$ cat config.mk
export PLATFORM = sky130hd
export DESIGN_NAME = wildcard_word_matcher
export DESIGN_NICKNAME = d
export VERILOG_FILES = /design/src/rtl/wwm_pkg.sv /design/src/rtl/wwm_step.sv /design/src/rtl/wildcard_word_matcher.sv
export SDC_FILE = /design/constraint.sdc
export NUM_CORES = 1
export LEC_CHECK = 0
export ABC_AREA = 1
export ABC_CLOCK_PERIOD_IN_PS = 4700
export BUFFER_PORTS_ARGS = -buffer_cell sky130_fd_sc_hd__buf_2
export CELL_PAD_IN_SITES_DETAIL_PLACEMENT = 1
export CELL_PAD_IN_SITES_GLOBAL_PLACEMENT = 2
export CORE_MARGIN = 5
export CORE_UTILIZATION = 38
export DETAILED_ROUTE_END_ITERATION = 8
export GPL_TIMING_DRIVEN = 0
export PLACE_DENSITY = 0.88
export SYNTH_ARGS = -nofsm -noshare
export SYNTH_HDL_FRONTEND = slang
export SYNTH_SLANG_ARGS = --single-unit
$ cat constraint.sdc
create_clock -name clk -period 4.7 [get_ports clk]
set_input_delay 0.235 -clock clk [delete_from_list [all_inputs] [get_ports clk]]
set_output_delay 0.235 -clock clk [all_outputs]
set_load 0.1 [all_outputs]
$ cat src/rtl/wwm_pkg.sv
// shared types and character codes for the wildcard word matcher
package wwm_pkg;

	// beat kind carried on the input tuser
	typedef enum logic {
		OP_MASK = 1'b0,
		OP_TEXT = 1'b1
	} op_t;

	localparam logic [7:0] STAR_CHAR     = 8'd42;
	localparam logic [7:0] QUESTION_CHAR = 8'd63;
	localparam logic [7:0] SPACE_CHAR    = 8'd32;

	localparam int CHAR_W       = 8;
	localparam int MASK_IDX_W   = 5;
	localparam int MASK_LEN_W   = 6;
	localparam int WORD_START_W = 8;
	localparam int IN_DATA_W    = 16;
	localparam int OUT_DATA_W   = 16;

endpackage

$ cat src/rtl/wwm_step.sv
// next active-position vector for one text byte, with star closure
module wwm_step #(
	parameter int MASK_MAX = 32
) (
	input  logic [wwm_pkg::CHAR_W-1:0] mask_chars [MASK_MAX],
	input  logic [MASK_MAX-1:0]        pos_en,
	input  logic [MASK_MAX:0]          active,
	input  logic                       word_begin,
	input  logic [wwm_pkg::CHAR_W-1:0] text_char,
	output logic [MASK_MAX:0]          next_active
);

	localparam int N = MASK_MAX + 1;

	logic [MASK_MAX-1:0] star_p;
	logic [MASK_MAX-1:0] single_p;
	logic [N-1:0]        star_v;
	logic [N-1:0]        start_set;
	logic [N-1:0]        base;
	logic [N-1:0]        moved;
	logic [N-1:0]        star_hit;
	logic [N-1:0]        carry_sum;

	// per-position star and single-character tests
	always_comb begin
		for (int p = 0; p < MASK_MAX; p++) begin
			star_p[p]   = pos_en[p] && (mask_chars[p] == wwm_pkg::STAR_CHAR);
			single_p[p] = pos_en[p] && (mask_chars[p] != wwm_pkg::STAR_CHAR) &&
				((mask_chars[p] == wwm_pkg::QUESTION_CHAR) || (mask_chars[p] == text_char));
		end
	end

	assign star_v = {1'b0, star_p};

	// closure of position zero: leading run of stars plus the one after
	assign start_set = (star_v + N'(1)) ^ star_v;

	assign base = word_begin ? start_set : active;

	// all positions advance in parallel
	always_comb begin
		moved = '0;
		for (int p = 0; p < MASK_MAX; p++) begin
			if (base[p] && star_p[p]) begin
				moved[p] = 1'b1;
			end
			if (base[p] && single_p[p]) begin
				moved[p+1] = 1'b1;
			end
		end
	end

	// star closure as a carry chain: stars propagate, active stars generate
	assign star_hit    = star_v & moved;
	assign carry_sum   = star_v + star_hit;
	assign next_active = moved | (carry_sum ^ star_v ^ star_hit);

endmodule

$ cat src/rtl/wildcard_word_matcher.sv
// top level of the wildcard word matcher: input stage, match state, result register
//
// The block takes one beat per clock on the input stream, mask-load and text beats
// alike, while the output side keeps up, and gives one result beat for every non-empty
// space-separated word, on the byte that closes it (a space, or the beat marked last).
// An accepted beat is registered in the input stage and evaluated there; its result is
// registered in the result register and shows on the output from then on. The per-byte
// work is set by the active-position vector update: every mask position steps in
// parallel and star closure is one carry-chain add of MASK_MAX+1 bits. A '*' matches
// any run, '?' any single byte; a mask length above MASK_MAX acts as MASK_MAX, and an
// empty mask matches nothing. Text positions saturate at TEXT_POSITION_MAX-1 and
// restart at zero after the last beat of a text.
module wildcard_word_matcher #(
	parameter int MASK_MAX          = 32,
	parameter int TEXT_POSITION_MAX = 256
) (
	input  logic                                clk,
	input  logic                                arst_n,
	// configuration: mask_length
	input  logic                                cfg_we,
	input  logic [wwm_pkg::MASK_LEN_W-1:0]      cfg_wdata,
	// input stream
	input  logic                                s_axis_tvalid,
	output logic                                s_axis_tready,
	// tdata: mask_index [4:0], char_value [12:5], zero [15:13]
	input  logic [wwm_pkg::IN_DATA_W-1:0]       s_axis_tdata,
	// tuser: op
	input  logic                                s_axis_tuser,
	// tlast: end_of_text
	input  logic                                s_axis_tlast,
	// result stream
	output logic                                m_axis_tvalid,
	input  logic                                m_axis_tready,
	// tdata: word_start [7:0], matched [8], any_match [9], zero [15:10]
	output logic [wwm_pkg::OUT_DATA_W-1:0]      m_axis_tdata,
	// tlast: text_done
	output logic                                m_axis_tlast
);

	localparam int N  = MASK_MAX + 1;
	localparam int LW = $clog2(MASK_MAX + 1);
	localparam int PW = $clog2(TEXT_POSITION_MAX);
	localparam logic [PW-1:0] POS_LAST = PW'(TEXT_POSITION_MAX - 1);

	// input stage
	logic                             valid_s1;
	wwm_pkg::op_t                     op_s1;
	logic [wwm_pkg::MASK_IDX_W-1:0]   idx_s1;
	logic [wwm_pkg::CHAR_W-1:0]       char_s1;
	logic                             eot_s1;

	// match state
	logic [wwm_pkg::CHAR_W-1:0]       mask_q [MASK_MAX];
	logic [wwm_pkg::MASK_LEN_W-1:0]   mask_length_q;
	logic [N-1:0]                     active_q;
	logic [PW-1:0]                    pos_q;
	logic [PW-1:0]                    word_start_q;
	logic                             in_word_q;
	logic                             any_q;

	// result register
	logic                             out_valid_q;
	logic [wwm_pkg::WORD_START_W-1:0] out_start_q;
	logic                             out_matched_q;
	logic                             out_any_q;
	logic                             out_done_q;

	logic                             proc;
	logic                             text_beat;
	logic                             is_space;
	logic                             word_begin;
	logic                             word_end;
	logic                             hit;
	logic [MASK_MAX-1:0]              pos_en;
	logic [LW-1:0]                    used_len;
	logic [N-1:0]                     next_active;
	logic [N-1:0]                     eval_active;
	logic [wwm_pkg::WORD_START_W-1:0] start_byte;

	// beat in the input stage moves on once the result register can take a beat
	assign proc          = valid_s1 && (!out_valid_q || m_axis_tready);
	assign s_axis_tready = !valid_s1 || proc;

	always_ff @(posedge clk or negedge arst_n) begin
		if (!arst_n) begin
			valid_s1 <= 1'b0;
		end else if (s_axis_tready) begin
			valid_s1 <= s_axis_tvalid;
		end
	end

	always_ff @(posedge clk) begin
		if (s_axis_tvalid && s_axis_tready) begin
			op_s1   <= wwm_pkg::op_t'(s_axis_tuser);
			idx_s1  <= s_axis_tdata[wwm_pkg::MASK_IDX_W-1:0];
			char_s1 <= s_axis_tdata[wwm_pkg::MASK_IDX_W +: wwm_pkg::CHAR_W];
			eot_s1  <= s_axis_tlast;
		end
	end

	// mask length register
	always_ff @(posedge clk or negedge arst_n) begin
		if (!arst_n) begin
			mask_length_q <= '0;
		end else if (cfg_we) begin
			mask_length_q <= cfg_wdata;
		end
	end

	// mask characters, writes beyond the store are dropped
	always_ff @(posedge clk) begin
		if (proc && (op_s1 == wwm_pkg::OP_MASK)) begin
			for (int p = 0; p < MASK_MAX; p++) begin
				if (32'(idx_s1) == p) begin
					mask_q[p] <= char_s1;
				end
			end
		end
	end

	// positions in use and the accepting position
	always_comb begin
		for (int p = 0; p < MASK_MAX; p++) begin
			pos_en[p] = 32'(mask_length_q) > p;
		end
	end

	assign used_len = (32'(mask_length_q) > MASK_MAX) ? LW'(MASK_MAX) : LW'(mask_length_q);

	wwm_step #(
		.MASK_MAX (MASK_MAX)
	) u_step (
		.mask_chars  (mask_q),
		.pos_en      (pos_en),
		.active      (active_q),
		.word_begin  (word_begin),
		.text_char   (char_s1),
		.next_active (next_active)
	);

	// word boundary decode
	assign text_beat   = proc && (op_s1 == wwm_pkg::OP_TEXT);
	assign is_space    = (char_s1 == wwm_pkg::SPACE_CHAR);
	assign word_begin  = !is_space && !in_word_q;
	assign word_end    = (in_word_q || !is_space) && (is_space || eot_s1);
	assign eval_active = is_space ? active_q : next_active;
	assign hit         = eval_active[used_len];

	// match state update
	always_ff @(posedge clk or negedge arst_n) begin
		if (!arst_n) begin
			active_q     <= N'(1);
			pos_q        <= '0;
			word_start_q <= '0;
			in_word_q    <= 1'b0;
			any_q        <= 1'b0;
		end else if (text_beat) begin
			if (eot_s1) begin
				active_q     <= N'(1);
				pos_q        <= '0;
				word_start_q <= '0;
				in_word_q    <= 1'b0;
				any_q        <= 1'b0;
			end else begin
				if (!is_space) begin
					active_q <= next_active;
				end
				if (word_begin) begin
					word_start_q <= pos_q;
				end
				if (pos_q != POS_LAST) begin
					pos_q <= pos_q + PW'(1);
				end
				in_word_q <= !word_end && (in_word_q || !is_space);
				any_q     <= any_q || (word_end && hit);
			end
		end
	end

	// start position of the word closing now, in result width
	if (PW >= wwm_pkg::WORD_START_W) begin : g_start_wide
		assign start_byte = word_begin ? pos_q[wwm_pkg::WORD_START_W-1:0]
		                               : word_start_q[wwm_pkg::WORD_START_W-1:0];
	end else begin : g_start_narrow
		assign start_byte = word_begin ? {{(wwm_pkg::WORD_START_W-PW){1'b0}}, pos_q}
		                               : {{(wwm_pkg::WORD_START_W-PW){1'b0}}, word_start_q};
	end

	// result register
	always_ff @(posedge clk or negedge arst_n) begin
		if (!arst_n) begin
			out_valid_q <= 1'b0;
		end else if (proc) begin
			out_valid_q <= text_beat && word_end;
		end else if (m_axis_tready) begin
			out_valid_q <= 1'b0;
		end
	end

	always_ff @(posedge clk) begin
		if (text_beat && word_end) begin
			out_start_q   <= start_byte;
			out_matched_q <= hit;
			out_any_q     <= any_q || hit;
			out_done_q    <= eot_s1;
		end
	end

	assign m_axis_tvalid = out_valid_q;
	assign m_axis_tdata  = {6'd0, out_any_q, out_matched_q, out_start_q};
	assign m_axis_tlast  = out_done_q;

	// a matched word always shows in the running any-match flag
	a_match_implies_any : assert property (@(posedge clk) disable iff (!arst_n)
		out_valid_q |-> (!out_matched_q || out_any_q))
		else $error("matched result without any_match");

	// the last beat of a text clears position and word state
	a_text_end_clears : assert property (@(posedge clk) disable iff (!arst_n)
		(text_beat && eot_s1) |=> ((pos_q == '0) && !in_word_q && !any_q))
		else $error("text state not cleared after last beat");

	// a beat held in the input stage is not dropped
	a_stage_holds : assert property (@(posedge clk) disable iff (!arst_n)
		(valid_s1 && !proc) |=> valid_s1)
		else $error("input stage beat lost");

endmodule

[Yosys cells after proc, flatten, opt, wreduce, memory -nomap -nowiden]
Cells that the tools add are included.
Storage, ports and cells
  register bits: 341
  bits of input ports: 29
  output and inout bits: 19
  word-level logic and storage cells: 578
Cells by class
  $add $sub $neg: 3
  order comparisons: 34
  equal/unequal tests: 161
  multiplexer cells: 78
  bitwise operators: 6
  reductions and logical operators: 248
Operator list (count)
  equality test 8 x 6 -> 1 bit (second input constant): 65
  equality test 8 bit: 32
  != test 8 x 6 -> 1 bit (second input constant): 32
  logical AND 1 bit: 169
  > comparator 6 x 5 -> 1 bit (second input constant): 16
  equality test 5 bit (second input constant): 16
  two-way mux 1 bit: 69
  two-way mux 33 bit: 2
  AND reduction 2 bit: 33
  > comparator 6 x 4 -> 1 bit (second input constant): 8
  equality test 5 x 4 -> 1 bit (second input constant): 8
  logical OR 1 bit: 38
  adder 32 x 33 -> 33 bit: 1
  bitwise AND 32 x 33 -> 33 bit: 1
  bitwise OR 33 bit: 1
  XOR 33 x 32 -> 33 bit: 1
  XOR 33 bit: 1
  adder 32 x 1 -> 32 bit (second input constant): 1
  two-way mux 32 bit: 1
  two-way mux 8 bit: 4
  XOR 32 bit: 1
  > comparator 6 x 3 -> 1 bit (second input constant): 4
  equality test 5 x 3 -> 1 bit (second input constant): 4
  > comparator 6 x 1 -> 1 bit (second input constant): 2
  other kinds (13): 20

[Depth between registers and ports, before layout]
  depth in word-level cells: 19
  depth in mapped cells: 36
  depth with buffers taken out: 35

[By module]
A second synthesis with hierarchy kept.
Unflattened totals
  cells, all modules: 3012
  area total of the unflattened synthesis: 22566.6 um2
By module, submodules not included
  wildcard_word_matcher: times used 1, cells each 876, area each 12433.2 um2, sequential area each 9945.8 um2
  wwm_step: times used 1, cells each 2136, area each 10133.5 um2, sequential area each 0.0 um2

[Worst setup path before layout]
Ideal clock, no wire load.
  path kind: register to register
  from: register char_s1[5] in the netlist's numbering
  to: register out_any_q, data pin
  setup time: 0.262 ns
  arrival time: 3.313 ns
  data required time: 4.438 ns
  slack: 1.124 ns
  cell stages (with the launch flop): 33
  path buffers: 2
  period minus slack after synthesis: 3.576 ns
  cell sequence: edfxtp_1 > buf_2 > inv_2 > nor2_1 > nand4_2 > nand2_2 > buf_2 > o211ai_1 > nand2_1 > inv_1 > nand2_1 > inv_1 > ha_1 > inv_1 > nand2_1 > nand3b_1 > nand2_1 > nand2_1 > nand2_1 > nand2_1 > nand2_1 > nand2_1 > nand2_1 > nand2_1 > nand3_1 > nand2_1 > nor2_1 > nor2_1 > nand2_1 > nand3_1 > nand2_1 > nand2_1 > nand3_2
Between the ends
  word-level cells in the longest chain between the ends: 16
  elaborated cells on any way between the ends: 237
  those cells by class: 1 x add/sub; 33 x eq/ne; 68 x mux; 4 x bitwise; 131 x reduce/logical
RTL lines
  start, declared: RTL line wildcard_word_matcher.sv:49  | logic [wwm_pkg::CHAR_W-1:0] char_s1;
  start signal, assigned: RTL line wildcard_word_matcher.sv:96  | char_s1 <= s_axis_tdata[wwm_pkg::MASK_IDX_W +: wwm_pkg::CHAR_W];
  equality test 8 x 6 -> 1 bit: RTL line wildcard_word_matcher.sv:143  | assign is_space = (char_s1 == wwm_pkg::SPACE_CHAR);
  zero test 1 bit: RTL line wildcard_word_matcher.sv:144  | assign word_begin = !is_space && !in_word_q;
  logical AND 1 bit: RTL line wildcard_word_matcher.sv:144
  two-way mux 32 bit: RTL line wwm_step.sv:38  | assign base = word_begin ? start_set : active;
  logical AND 1 bit: RTL line wwm_step.sv:47  | if (base[p] && single_p[p]) begin
  two-way mux 1 bit: RTL line wwm_step.sv:47
  two-way mux 1 bit: RTL line wwm_step.sv:44  | if (base[p] && star_p[p]) begin
  bitwise AND 32 x 33 -> 33 bit: RTL line wwm_step.sv:54  | assign star_hit = star_v & moved;
  adder 32 x 33 -> 33 bit: RTL line wwm_step.sv:55  | assign carry_sum = star_v + star_hit;
  XOR 33 x 32 -> 33 bit: RTL line wwm_step.sv:56  | assign next_active = moved | (carry_sum ^ star_v ^ star_hit);
  XOR 33 bit: RTL line wwm_step.sv:56
  bitwise OR 33 bit: RTL line wwm_step.sv:56
  two-way mux 33 bit *
  binary-select mux 1 bit (select 6 bit) *: RTL line wildcard_word_matcher.sv:147  | assign hit = eval_active[used_len];
  two-way mux 1 bit (not written as such) *: RTL line wildcard_word_matcher.sv:147
  logical OR 1 bit *: RTL line wildcard_word_matcher.sv:204  | out_any_q <= any_q || hit;
  end signal, assigned: RTL line wildcard_word_matcher.sv:204
  end, declared: RTL line wildcard_word_matcher.sv:65  | logic out_any_q;
Mark *: on every way between the ends. The rest lies on a longest branch, timed or not. The select of a mux whose other input is x is not followed.
A chain may end at the register's enable or synchronous reset.

[Worst setup path in the final report]
  from: register char_s1[6] in the netlist's numbering
  to: register out_any_q, data pin
Same word-level chain as after synthesis.

==> out/metrics.cfg <==
[setup_path]
path_delay_family = simple AND/OR/NAND/NOR gates
cp_max_fo = 18
reg2reg_depth = 28
crit_end = out_any_q$_DFFE_PP_
r2r_start = char_s1[6]$_DFFE_PP_
crit_path_frequent_cell = nand2_1
max_stage_delay_ns = 0.47
reg2reg_setup_slack_ns = 0.22
startpoint = char_s1[6]$_DFFE_PP_
cp.required_ns = 5.03
crit_buf_inv = 6
worst_path_max_delay_cell = a21oi_1
worst_setup_path_start_kind = register
worstSetupPathType = register to register
worst_setup_path_end_kind = register
cp.arrival_ns = 4.81
cp.depth = 28
r2r_end = out_any_q$_DFFE_PP_

[clock_network]
clk_pin_slew_worst_paths_ns = 0.07
cts_max_path_buffers = 3
cts_made_buffers = 40
clkSinkCount = 341
cts_root_buf = clkbuf_16
h-tree-depth = 2
cts_tree = yes
clock_latency_ns = 0.58

[synth]
synthCells = 3064
async_reset_ff_frac = 0.173
ys.flop_type = edfxtp_1
synth_area_um2 = 22300
synth.distinct_cells = 56
yosys_warnings = 0
ys_seq_area_frac = 0.445
synth-seq-cells = 341
synth_edf_count = 282
postSynthAreaPerCell_um2 = 7.29

[finish]
synthToLayoutAreaGrowth_pct = 14.9
ff_latch_area_um2 = 9950
stdcell_area_um2 = 25700
nFillCells = 7255
layout.nets = 3241
layout_commonest_cell = nand2_1
antenna_cells = 0
drive_above_1_share = 0.107
multiInputGateArea_um2 = 10700
final_cell_mix = 979 x nand2_1, 409 x nor2_1, 334 x inv_1

[timing]
period_share = 0.953
drv_slew = 0
layout_min_cycle_time_ns = 4.48
tightest_slew_ns = 0.940
slew_headroom = 0.373
setup_slack_ns = 0.220
final.setup_skew_ns = 0.0166
hold_violations = 0
setup_viol_count_final = 0
max_freq_mhz = 223

[placed_design]
post-place-ws_ns = -1.02
io_buffers = 38
placed_area_um2 = 23800
place_congestion = 0.977
dpl.hpwl_mm = 69.9

[route]
wl_per_cell_um = 23.1
drc = 0
drt_iter0_drc = 1631
routed_wl_mm = 92.4
dr.pass1.iters = 5
vias = 21800
routed_via_density = 5.46
ant_nets = 0

[power]
ir_drop_mv = 0.262
p_leak_nw = 11.0
power.density_nw_per_um2 = 291

[grt]
grt_pass1_vias = 22700
grt-ovfl-total = 0
grt_pass1_wl_mm = 137
antenna_found_initial = 1
grt_max_degree = 60
track_usage = 0.282

[job]
maxCapViolations = 0

[floorplanning]
core.rowCount = 88
coreArea_um2 = 57900
die_w_um = 252
start_util = 0.386
design.die.area_um2 = 63700
ioPinCount = 48
die_h_um = 252

[min_path]
worstHoldPathCells = 4
hp-class = input pin to register

[status]
status = completed

-- registers in the layout, indices dropped and copies added (netlist names), 5 cells and up --
register       flops
mask_length_q      6
char_s1            8
pos_q              8
active_q          33
word_start_q       8
out_start_q        8
idx_s1             5
mask_q           256
-- cells in the mapped netlist (12+ instances only) --
| library cell | number | share of area |
|---|---|---|
| a21oi_1 | 67 | 0.015 |
| buf_2 | 25 | 0.0056 |
| buf_4 | 12 | 0.0040 |
| clkbuf_1 | 38 | 0.0064 |
| dfrtp_1 | 58 | 0.065 |
| edfxtp_1 | 282 | 0.38 |
| inv_1 | 336 | 0.056 |
| inv_2 | 29 | 0.0049 |
| nand2_1 | 981 | 0.16 |
| nand2_2 | 15 | 0.0042 |
| nand3_1 | 253 | 0.057 |
| nand4_1 | 105 | 0.029 |
| nor2_1 | 415 | 0.070 |
| nor3_1 | 60 | 0.013 |
| o21ai_0 | 62 | 0.014 |
| o22ai_1 | 46 | 0.013 |
| or2_2 | 65 | 0.018 |
| xnor2_1 | 75 | 0.029 |
| xor2_1 | 38 | 0.015 |
-- per-stage QoR --
stage	hold WS [ns]	util	std cells	setup TNS (ns)	total power, W
after global placement	0.412	0.406	3872	-24.55	0.00448
final	0.213	0.443	4000	0	0.00746
after floorplan	-0.0606	-	3069	0	0.00410
after detailed placement	0.414	0.411	3884	-9.91	0.00456
after CTS	0.0139	0.440	3989	-0.00622	0.00748
after global routing	0.241	0.443	4000	-0.00992	0.00772
-- worst register-to-register path: cells and delay by family, from the launching register on --
family                 cells  cell delay [ns]
and+or+nand+nor           21             2.16
buffers and inverters      6             1.15
AOI/OAI and AO/OA          1             0.47
DFF                        1             0.46
-- worst min path at each step --
stage	start	endpoint
after CTS	arst_n	active_q[6]$_DFFE_PN0P_
final	cfg_we	mask_length_q[3]$_DFFE_PN0P_
after detailed placement	s_axis_tdata[11]	char_s1[6]$_DFFE_PP_
after floorplan	arst_n	active_q[10]$_DFFE_PN0P_
after global routing	cfg_we	mask_length_q[4]$_DFFE_PN0P_
after global placement	s_axis_tdata[2]	idx_s1[2]$_DFFE_PP_
-- area by class of cell --
type | instances | area share
clock inverters | 15 | 0.00492
multi-input cells | 2281 | 0.418
repair buffers | 100 | 0.0379
flip-flops and latches | 341 | 0.388
clock buffers | 53 | 0.0421
inverters | 368 | 0.0543
plain buffers | 77 | 0.0174
well taps | 765 | 0.0373
-- kinds of logic after synthesis --
kind of cell,share of synthesized area
and+or+nand+nor,0.374
buffers and inverters,0.0793
DFF,0.445
AOI/OAI and AO/OA,0.0547
xor gates and xnor gates,0.0443
adders and majority gates,0.00168
other,0.000168
muxes,0.000504
-- report_power, final --
part           internal, W  switching [W]  leakage [nW]  total (W)
sequential         0.00336      0.0000613          3.34    0.00342
combinational     0.000309       0.000838          7.12    0.00115
clock              0.00162        0.00127         0.577    0.00290
-- routing by layer --
layer | part of all wire | global-route usage | vias up
met2 | 0.48 | 0.485 | 692
met3 | 0.057 | 0.0318 | 181
met4 | 0.040 | 0.106 | 0
li1 | - | - | 10200
met5 | 0 | 0 | -
met1 | 0.42 | 0.367 | 10700
-- repair_timing --
action | CTS | global route
pin swaps | 0 | 3
setup endpoints to repair | 27 | 3
buffers inserted | 13 | 11
gates resized for setup | 29 | 53
hold buffers | 25 | 1
endpoints found under the hold margin | 23 | 58
(Power assumes the default switching activity.)
